===== src/rtl/cqe_pkg.sv =====
// ----------------------------------------------------------------------------
// cqe_pkg
// Shared types and codes of the circular queue engine.
// ----------------------------------------------------------------------------
`timescale 1ns / 1ps

package cqe_pkg;

   localparam int WORD_W = 32;
   localparam int CAP_W  = 5;

   localparam logic [CAP_W-1:0] CAP_RESET = 5'd16;

   // Request opcodes. The fourth code is ignored.
   localparam logic [1:0] OP_ENQUEUE = 2'd0;
   localparam logic [1:0] OP_DEQUEUE = 2'd1;
   localparam logic [1:0] OP_DISPLAY = 2'd2;

   // Response status codes.
   localparam logic [1:0] STATUS_OK        = 2'd0;
   localparam logic [1:0] STATUS_OVERFLOW  = 2'd1;
   localparam logic [1:0] STATUS_UNDERFLOW = 2'd2;
   localparam logic [1:0] STATUS_EMPTY     = 2'd3;

   typedef enum logic [1:0] {
      ST_IDLE,
      ST_DEQ_READ,
      ST_DISP_WALK
   } state_type;

   typedef struct packed {
      logic [1:0]               status;
      logic signed [WORD_W-1:0] data_out;
      logic                     last_flag;
   } rsp_type;

endpackage


===== src/rtl/cqe_req_if.sv =====
// ----------------------------------------------------------------------------
// cqe_req_if
// Request channel: opcode and word with a valid/ready handshake.
// ----------------------------------------------------------------------------
`timescale 1ns / 1ps

interface cqe_req_if;
   import cqe_pkg::*;

   logic                     valid;
   logic                     ready;
   logic [1:0]               opcode;
   logic signed [WORD_W-1:0] item_value;

   modport source (output valid, output opcode, output item_value, input ready);
   modport sink   (input valid, input opcode, input item_value, output ready);

endinterface


===== src/rtl/cqe_rsp_if.sv =====
// ----------------------------------------------------------------------------
// cqe_rsp_if
// Response channel: status, word and last marker with a valid/ready handshake.
// ----------------------------------------------------------------------------
`timescale 1ns / 1ps

interface cqe_rsp_if;
   import cqe_pkg::*;

   logic                     valid;
   logic                     ready;
   logic [1:0]               status;
   logic signed [WORD_W-1:0] data_out;
   logic                     last_flag;

   modport source (output valid, output status, output data_out, output last_flag,
                   input ready);
   modport sink   (input valid, input status, input data_out, input last_flag,
                   output ready);

endinterface


===== src/rtl/cqe_rsp_buf.sv =====
// ----------------------------------------------------------------------------
// cqe_rsp_buf
// Two-entry output queue that decouples the engine from the response sink.
// ----------------------------------------------------------------------------
`timescale 1ns / 1ps

module cqe_rsp_buf (
   input  logic            clock,
   input  logic            reset,
   input  logic            push,
   input  cqe_pkg::rsp_type push_data,
   output logic            full,
   cqe_rsp_if.source       rsp_ch
);
   import cqe_pkg::*;

   rsp_type    entry_ff [2];
   logic       wr_ptr_ff, wr_ptr_in;
   logic       rd_ptr_ff, rd_ptr_in;
   logic [1:0] count_ff, count_in;
   logic       pop;
   rsp_type    head_entry;

   assign full       = (count_ff == 2'd2);
   assign pop        = rsp_ch.valid && rsp_ch.ready;
   assign head_entry = entry_ff[rd_ptr_ff];

   assign rsp_ch.valid     = (count_ff != 2'd0);
   assign rsp_ch.status    = head_entry.status;
   assign rsp_ch.data_out  = head_entry.data_out;
   assign rsp_ch.last_flag = head_entry.last_flag;

   always_comb begin
      wr_ptr_in = push ? ~wr_ptr_ff : wr_ptr_ff;
      rd_ptr_in = pop  ? ~rd_ptr_ff : rd_ptr_ff;
      count_in  = count_ff + {1'b0, push} - {1'b0, pop};
   end

   always_ff @(posedge clock) begin
      if (reset) begin
         wr_ptr_ff <= 1'b0;
         rd_ptr_ff <= 1'b0;
         count_ff  <= 2'd0;
      end else begin
         wr_ptr_ff <= wr_ptr_in;
         rd_ptr_ff <= rd_ptr_in;
         count_ff  <= count_in;
      end
   end

   always_ff @(posedge clock) begin
      if (push) begin
         entry_ff[wr_ptr_ff] <= push_data;
      end
   end

   a_no_push_when_full: assert property (@(posedge clock) disable iff (reset)
      push |-> !full)
      else $error("response pushed into a full output queue");

   a_count_bound: assert property (@(posedge clock) disable iff (reset)
      count_ff != 2'd3)
      else $error("output queue count out of range");

   a_ptr_count: assert property (@(posedge clock) disable iff (reset)
      (count_ff == 2'd0 || count_ff == 2'd2) |-> (wr_ptr_ff == rd_ptr_ff))
      else $error("output queue pointers disagree with count");

endmodule


===== src/rtl/circular_queue_engine.sv =====
// ----------------------------------------------------------------------------
// circular_queue_engine
// Enqueue, overflow, underflow, empty display: result in the cycle after accept.
// Dequeue: the slot is read into rd_data_ff, then pushed; next item taken back in idle.
// Display of n words: n results, one per cycle while the output queue is not full,
// next item taken once the last result is pushed; the slot RAM has a single read port.
// Reset (synchronous): queue empty, pointers 0, capacity 16; slot RAM not cleared.
// ----------------------------------------------------------------------------
`timescale 1ns / 1ps

module circular_queue_engine #(
   parameter int DEPTH = 16
) (
   input  logic                      clock,
   input  logic                      reset,
   cqe_req_if.sink                   req_ch,
   cqe_rsp_if.source                 rsp_ch,
   input  logic                      csr_wr_en,
   input  logic [cqe_pkg::CAP_W-1:0] csr_wr_data
);
   import cqe_pkg::*;

   localparam int IW = $clog2(DEPTH);
   localparam int CW = IW + 1;
   localparam int RW = (CW > CAP_W) ? CW : CAP_W;

   logic signed [WORD_W-1:0] mem [DEPTH];
   logic signed [WORD_W-1:0] rd_data_ff;

   state_type         state_ff, state_in;
   logic [IW-1:0]     head_ff, head_in;
   logic [IW-1:0]     tail_ff, tail_in;
   logic [IW-1:0]     walk_ff, walk_in;
   logic              empty_ff, empty_in;
   logic [CAP_W-1:0]  cap_ff, cap_in;

   logic [RW-1:0]     raw_cap;
   logic [CW-1:0]     eff_cap;
   logic              q_full;
   logic              accept;
   logic              buf_full;
   logic              push;
   rsp_type           push_data;
   logic              wr_en;
   logic              rd_en;
   logic [IW-1:0]     rd_addr;
   logic [IW-1:0]     walk_next;
   logic              walk_last;

   function automatic logic [IW-1:0] advance(input logic [IW-1:0] idx,
                                             input logic [CW-1:0] cap);
      logic [CW-1:0] n;
      n = {1'b0, idx} + CW'(1);
      return (n >= cap) ? '0 : n[IW-1:0];
   endfunction

   // A stored value of zero acts as one, and anything above DEPTH saturates.
   always_comb begin
      raw_cap = RW'(cap_ff);
      if (cap_ff == '0) begin
         eff_cap = CW'(1);
      end else if (raw_cap > RW'(DEPTH)) begin
         eff_cap = CW'(DEPTH);
      end else begin
         eff_cap = CW'(raw_cap);
      end
   end

   assign q_full       = !empty_ff && (head_ff == tail_ff);
   assign req_ch.ready = (state_ff == ST_IDLE) && !buf_full;
   assign accept       = req_ch.valid && req_ch.ready;
   assign walk_next    = advance(walk_ff, eff_cap);
   assign walk_last    = (walk_next == tail_ff);

   // Next state.
   always_comb begin
      state_in = state_ff;
      unique case (state_ff)
         ST_IDLE: begin
            if (accept && !empty_ff && req_ch.opcode == OP_DEQUEUE) begin
               state_in = ST_DEQ_READ;
            end else if (accept && !empty_ff && req_ch.opcode == OP_DISPLAY) begin
               state_in = ST_DISP_WALK;
            end
         end
         ST_DEQ_READ: begin
            if (!buf_full) begin
               state_in = ST_IDLE;
            end
         end
         ST_DISP_WALK: begin
            if (!buf_full && walk_last) begin
               state_in = ST_IDLE;
            end
         end
         default: state_in = ST_IDLE;
      endcase
   end

   // Datapath controls and queue state updates.
   always_comb begin
      head_in   = head_ff;
      tail_in   = tail_ff;
      empty_in  = empty_ff;
      walk_in   = walk_ff;
      cap_in    = cap_ff;
      push      = 1'b0;
      push_data = '{status: STATUS_OK, data_out: '0, last_flag: 1'b1};
      wr_en     = 1'b0;
      rd_en     = 1'b0;
      rd_addr   = head_ff;

      unique case (state_ff)
         ST_IDLE: begin
            if (accept) begin
               unique case (req_ch.opcode)
                  OP_ENQUEUE: begin
                     push = 1'b1;
                     if (q_full) begin
                        push_data.status = STATUS_OVERFLOW;
                     end else begin
                        wr_en    = 1'b1;
                        tail_in  = advance(tail_ff, eff_cap);
                        empty_in = 1'b0;
                     end
                  end
                  OP_DEQUEUE: begin
                     if (empty_ff) begin
                        push             = 1'b1;
                        push_data.status = STATUS_UNDERFLOW;
                     end else begin
                        rd_en    = 1'b1;
                        head_in  = advance(head_ff, eff_cap);
                        empty_in = (advance(head_ff, eff_cap) == tail_ff);
                     end
                  end
                  OP_DISPLAY: begin
                     if (empty_ff) begin
                        push             = 1'b1;
                        push_data.status = STATUS_EMPTY;
                     end else begin
                        rd_en   = 1'b1;
                        walk_in = head_ff;
                     end
                  end
                  default: ;
               endcase
            end
         end
         ST_DEQ_READ: begin
            if (!buf_full) begin
               push               = 1'b1;
               push_data.data_out = rd_data_ff;
            end
         end
         ST_DISP_WALK: begin
            if (!buf_full) begin
               push                = 1'b1;
               push_data.data_out  = rd_data_ff;
               push_data.last_flag = walk_last;
               if (!walk_last) begin
                  rd_en   = 1'b1;
                  rd_addr = walk_next;
                  walk_in = walk_next;
               end
            end
         end
         default: ;
      endcase

      // A capacity write empties the queue; the user must write it only while idle, the block does not enforce this.
      if (csr_wr_en) begin
         cap_in   = csr_wr_data;
         head_in  = '0;
         tail_in  = '0;
         empty_in = 1'b1;
      end
   end

   always_ff @(posedge clock) begin
      if (reset) begin
         state_ff <= ST_IDLE;
         head_ff  <= '0;
         tail_ff  <= '0;
         walk_ff  <= '0;
         empty_ff <= 1'b1;
         cap_ff   <= CAP_RESET;
      end else begin
         state_ff <= state_in;
         head_ff  <= head_in;
         tail_ff  <= tail_in;
         walk_ff  <= walk_in;
         empty_ff <= empty_in;
         cap_ff   <= cap_in;
      end
   end

   // Slot RAM. A read of a slot always comes in a later cycle than its write
   // because only one item is in flight, so no forwarding is needed.
   always_ff @(posedge clock) begin
      if (wr_en) begin
         mem[tail_ff] <= req_ch.item_value;
      end
   end

   always_ff @(posedge clock) begin
      if (rd_en) begin
         rd_data_ff <= mem[rd_addr];
      end
   end

   cqe_rsp_buf u_rsp_buf (
      .clock     (clock),
      .reset     (reset),
      .push      (push),
      .push_data (push_data),
      .full      (buf_full),
      .rsp_ch    (rsp_ch)
   );

   a_empty_ptrs: assert property (@(posedge clock) disable iff (reset)
      empty_ff |-> (head_ff == tail_ff))
      else $error("empty queue with head and tail apart");

   a_head_range: assert property (@(posedge clock) disable iff (reset)
      ({1'b0, head_ff} < eff_cap) && ({1'b0, tail_ff} < eff_cap))
      else $error("queue pointer beyond capacity in use");

   a_deq_read: assert property (@(posedge clock) disable iff (reset)
      (accept && !empty_ff && req_ch.opcode == OP_DEQUEUE) |=> (state_ff == ST_DEQ_READ))
      else $error("dequeue did not start a slot read");

   a_walk_read: assert property (@(posedge clock) disable iff (reset)
      (state_ff == ST_DISP_WALK && !buf_full && !walk_last) |=>
         (state_ff == ST_DISP_WALK && walk_ff == $past(walk_next)))
      else $error("display walk lost its position");

endmodule


===== src/flat_wrapper.sv =====
// flat-port wrapper written by rule: the top's interface ports become plain ports
module circular_queue_engine_flat import cqe_pkg::*;
#(
   parameter int DEPTH = 16
)
  (clock, reset, csr_wr_en, csr_wr_data, req_ch_valid, req_ch_opcode, req_ch_item_value, req_ch_ready, rsp_ch_valid, rsp_ch_status, rsp_ch_data_out, rsp_ch_last_flag, rsp_ch_ready);
  cqe_req_if req_ch_i ();
  cqe_rsp_if rsp_ch_i ();
  input  logic clock;
  input  logic reset;
  input  logic csr_wr_en;
  input  logic [cqe_pkg::CAP_W-1:0] csr_wr_data;
  input wire logic [$bits(req_ch_i.valid)-1:0] req_ch_valid;
  input wire logic [$bits(req_ch_i.opcode)-1:0] req_ch_opcode;
  input wire logic [$bits(req_ch_i.item_value)-1:0] req_ch_item_value;
  output wire logic [$bits(req_ch_i.ready)-1:0] req_ch_ready;
  output wire logic [$bits(rsp_ch_i.valid)-1:0] rsp_ch_valid;
  output wire logic [$bits(rsp_ch_i.status)-1:0] rsp_ch_status;
  output wire logic [$bits(rsp_ch_i.data_out)-1:0] rsp_ch_data_out;
  output wire logic [$bits(rsp_ch_i.last_flag)-1:0] rsp_ch_last_flag;
  input wire logic [$bits(rsp_ch_i.ready)-1:0] rsp_ch_ready;
  assign req_ch_i.valid = req_ch_valid;
  assign req_ch_i.opcode = req_ch_opcode;
  assign req_ch_i.item_value = req_ch_item_value;
  assign req_ch_ready = req_ch_i.ready;
  assign rsp_ch_valid = rsp_ch_i.valid;
  assign rsp_ch_status = rsp_ch_i.status;
  assign rsp_ch_data_out = rsp_ch_i.data_out;
  assign rsp_ch_last_flag = rsp_ch_i.last_flag;
  assign rsp_ch_i.ready = rsp_ch_ready;
  circular_queue_engine #(.DEPTH(DEPTH)) u_core (.clock(clock), .reset(reset), .req_ch(req_ch_i), .rsp_ch(rsp_ch_i), .csr_wr_en(csr_wr_en), .csr_wr_data(csr_wr_data));
endmodule

===== config.mk =====
export PLATFORM = sky130hd
export DESIGN_NAME = circular_queue_engine_flat
export DESIGN_NICKNAME = d
export VERILOG_FILES = /design/src/rtl/cqe_pkg.sv /design/src/rtl/cqe_req_if.sv /design/src/rtl/cqe_rsp_if.sv /design/src/rtl/cqe_rsp_buf.sv /design/src/rtl/circular_queue_engine.sv /design/src/flat_wrapper.sv
export SDC_FILE = /design/constraint.sdc
export NUM_CORES = 1
export LEC_CHECK = 0
export BUFFER_PORTS_ARGS = -buffer_cell sky130_fd_sc_hd__clkbuf_2
export CAP_MARGIN = 10
export CORE_MARGIN = 3
export CORE_UTILIZATION = 45
export DETAILED_ROUTE_END_ITERATION = 6
export GPL_TIMING_DRIVEN = 0
export PLACE_DENSITY = 0.6
export SLEW_MARGIN = 20
export SYNTH_ARGS = -nofsm -noshare
export SYNTH_HDL_FRONTEND = slang
export SYNTH_SLANG_ARGS = --single-unit

===== constraint.sdc =====
create_clock -name clock -period 6 [get_ports clock]
set_input_delay 0.6 -clock clock [delete_from_list [all_inputs] [get_ports clock]]
set_output_delay 0.6 -clock clock [all_outputs]
set_load 0.005 [all_outputs]

==> load_flow_metrics.sql <==
INSERT INTO impl_metrics (metric_group, metric, value, unit) VALUES
('status', 'run_status', 'completed', ''),
('global_routing', 'grt-ovfl-total', '0', ''),
('synth', 'yosys-top-cells-area', 'sky130_fd_sc_hd__edfxtp_1, sky130_fd_sc_hd__a211oi_1, sky130_fd_sc_hd__a21oi_1', ''),
('cells_and_area', 'nNetsFinal', '2887', ''),
('min_path', 'holdCritStartpoint', 'csr_wr_data[4]', ''),
('setup_path', 'r2r_cells', '15', ''),
('setup_path', 'path_class', 'reg -> reg', ''),
('floorplan', 'placementRows', '95', ''),
('cts', 'clock_sinks', '639', ''),
('sta', 'layout_min_cycle_time', '5.71', 'ns'),
('global_routing', 'largest_net_degree_at_the_start_of_global_routing', '33', ''),
('cells_and_area', 'areaGrowthSynthToFinish', '14.2', '%'),
('placement', 'post-place-ws', '-0.448', 'ns'),
('setup_path', 'critPathRequiredTime', '6.31', 'ns'),
('drt', 'route.antenna.remaining_nets', '0', ''),
('cells_and_area', 'layout_commonest_cell', 'sky130_fd_sc_hd__edfxtp_1', ''),
('drt', 'detail_route.wl_per_cell', '27.8', 'um'),
('placement', 'port_buffers', '78', ''),
('pwr', 'power_per_cell_area', '273', 'nW/um2'),
('cells_and_area', 'top_library_cells_by_usage_in_the_layout_fill_and_taps_aside', 'sky130_fd_sc_hd__edfxtp_1, sky130_fd_sc_hd__a21oi_1, sky130_fd_sc_hd__nor2_1', ''),
('global_routing', 'wire_length_of_the_first_global_routing_pass', '150000', 'um'),
('global_routing', 'grt_use_met1', '37.6', '%'),
('global_routing', 'globalRouteMet2Util', '45.6', '%'),
('synth', 'edff_count_synth', '614', ''),
('cts', 'worst_skew_pair.late_latency', '0.62', 'ns'),
('cts', 'cts_setup_buffers', '0', ''),
('floorplan', 'die_h', '268', 'um'),
('sta', 'finalHoldViolations', '0', ''),
('synth', 'synth_warnings', '0', ''),
('cts', 'clk_transition_reported_paths', '0.06', 'ns'),
('cts', 'clock_tree_from_tritoncts', 'yes', ''),
('global_routing', 'top_usage_layer', 'met2', ''),
('synth', 'most_frequently_used_flop_master_after_synthesis', 'sky130_fd_sc_hd__edfxtp_1', ''),
('synth', 'synth_top_area_share', '59.5', '%'),
('synth', 'synth-async-reset-ratio', '0', '%'),
('synth', 'syn_nets', '2704', ''),
('sta', 'finalSetupViolCount', '0', ''),
('floorplan', 'floorplan.die.width', '268', 'um'),
('setup_path', 'crit_fanout', '10', ''),
('min_path', 'worstHoldPathCells', '3', ''),
('cells_and_area', 'stdcell_count', '3739', ''),
('floorplan', 'die_area', '72100', 'um2'),
('sta', 'timing_max_transition_violations_final', '0', ''),
('floorplan', 'initial_utilization', '45.8', '%'),
('sta', 'holdWs', '0.191', 'ns'),
('cts', 'cts_hold_repair.buffers', '0', ''),
('synth', 'synth.largest_area_cell', 'sky130_fd_sc_hd__edfxtp_1', ''),
('cells_and_area', 'finalCoreUtilization', '52.3', '%'),
('pwr', 'cellLeakagePower', '12.1', 'nW'),
('sta', 'finalSetupTns', '0', 'ns'),
('synth', 'synthDistinctLibCells', '65', ''),
('cells_and_area', 'postLayoutCellArea', '35400', 'um2'),
('cts', 'clock_tree.root_cell', 'sky130_fd_sc_hd__clkbuf_16', ''),
('setup_path', 'cp.arrival', '6.02', 'ns'),
('cts', 'cts_made_buffers', '71', ''),
('pwr', 'power.ir.vdd_worst', '201', 'uV'),
('synth', 'synth_seq_area_share', '61.1', '%'),
('setup_path', 'ff2ff_setup_slack', '0.29', 'ns'),
('setup_path', 'worstReg2RegStart', 'u_core.walk_ff[0]', ''),
('global_routing', 'global_route.usage.total', '28.3', '%'),
('pwr', 'post-layout-total-power', '9.68', 'mW'),
('drt', 'finalWirelength', '104000', 'um'),
('job', 'cap_violations', '0', ''),
('drt', 'dr.pass1.iters', '6', ''),
('synth', 'avgSynthCellArea', '11.8', 'um2'),
('setup_path', 'worst_setup_path_start_kind', 'flip-flop', ''),
('drt', 'vias', '24400', ''),
('sta', 'finalWorstSetupSlack', '0.290', 'ns'),
('sta', 'grt_setup_unrepaired', 'no', ''),
('cts', 'clock_path_buffers', '3', ''),
('cells_and_area', 'nFillCells', '5804', '');
-- registers in the layout, summed over array words and instances, names as in the netlist, named ones only --
register	flops
u_core.cap_ff	5
u_core.empty_ff	1
u_core.head_ff	4
u_core.mem	512
u_core.rd_data_ff	32
u_core.state_ff	2
u_core.tail_ff	4
u_core.u_rsp_buf.count_ff	2
u_core.u_rsp_buf.entry_ff	70
u_core.u_rsp_buf.rd_ptr_ff	1
u_core.u_rsp_buf.wr_ptr_ff	1
u_core.walk_ff	4
-- synthesized netlist by cell type, types with 66 or more instances --
cell type	count
sky130_fd_sc_hd__inv_1	182
sky130_fd_sc_hd__nor2_1	219
sky130_fd_sc_hd__o22ai_1	97
sky130_fd_sc_hd__a221oi_1	101
sky130_fd_sc_hd__clkbuf_1	174
sky130_fd_sc_hd__nand2_1	158
sky130_fd_sc_hd__a22oi_1	99
sky130_fd_sc_hd__edfxtp_1	614
sky130_fd_sc_hd__a21o_1	66
sky130_fd_sc_hd__a211oi_1	167
sky130_fd_sc_hd__o221ai_1	94
sky130_fd_sc_hd__a21oi_1	243
-- what timing repair did --
item | CTS | global route
resized for setup | 12 | 24
cloned | 0 | 0
setup endpoints to repair | 32 | 32
-- layer usage --
layer	vias up	share of wire (%)
li1	10700	-
met1	12100	39
met2	1402	47
met3	253	9.5
met4	4	4.3
met5	-	0.026
-- layout make-up --
| cell class | count | area (um2) | share of cell area [%] |
|---|---|---|---|
| Sequential cell | 639 | 18900 | 53.5 |
| Multi-Input combinational cell | 1587 | 10800 | 30.4 |
| Clock buffer | 94 | 1970 | 5.56 |
| Tap cell | 873 | 1090 | 3.08 |
| Buffer | 222 | 887 | 2.51 |
| Timing Repair Buffer | 110 | 862 | 2.43 |
| Inverter | 183 | 687 | 1.94 |
| Clock inverter | 27 | 215 | 0.608 |
| Antenna cell | 4 | 10.0 | 0.0283 |
-- worst max-delay path, stage by stage, from the launching register on --
cell and delay, ns:
sky130_fd_sc_hd__dfxtp_2 0.47, sky130_fd_sc_hd__ha_1 0.32, sky130_fd_sc_hd__xnor2_4 0.20, sky130_fd_sc_hd__inv_1 0.18, sky130_fd_sc_hd__ha_1 0.34, sky130_fd_sc_hd__a21oi_1 0.12
sky130_fd_sc_hd__o21ai_0 0.17, sky130_fd_sc_hd__maj3_2 0.39, sky130_fd_sc_hd__a211oi_1 0.40, sky130_fd_sc_hd__nand3_1 0.23, sky130_fd_sc_hd__a21oi_1 0.55, sky130_fd_sc_hd__nor3_2 0.27
sky130_fd_sc_hd__clkbuf_1 0.40, sky130_fd_sc_hd__o22ai_1 0.39, sky130_fd_sc_hd__o2111a_1 0.35, sky130_fd_sc_hd__or4b_1 0.60
-- cells by family (layout without fill, tap and decap cells) --
kind of cell	Yosys count	count (layout)	synth area share, %
AND/OR/NAND/NOR	498	498	7.34
XOR/XNOR	18	18	0.533
buffers and inverters	405	636	5.02
AO/OA/AOI/OAI	998	998	23.3
other	0	4	0
multiplexers	43	43	1.53
adder cells (fa/ha/maj)	30	30	1.21
flip-flops	639	639	61.1
-- worst max-delay path by stage --
| stage | startpoint | endpoint | slack (ns) | cells past startpoint |
|---|---|---|---|---|
| finish | u_core.walk_ff[0] | u_core.rd_data_ff[13] | 0.29 | 15 |
| global route | u_core.walk_ff[0] | u_core.rd_data_ff[10] | 0.12 | 15 |
| CTS | u_core.walk_ff[0] | u_core.rd_data_ff[11] | 0.11 | 17 |
| detailed placement | u_core.walk_ff[0] | u_core.rd_data_ff[10] | -0.45 | 15 |
| global placement | u_core.head_ff[0] | u_core.mem[2][13] | -2.13 | 9 |
| floorplan | u_core.walk_ff[0] | u_core.rd_data_ff[26] | 1.59 | 16 |
-- power breakdown --
part | switching (mW) | internal, mW
logic | 0.306 | 0.208
registers | 0.0226 | 4.95
clock network | 1.76 | 2.43
total | 2.09 | 7.59
Note: power is estimated with default switching activity, not from simulation.
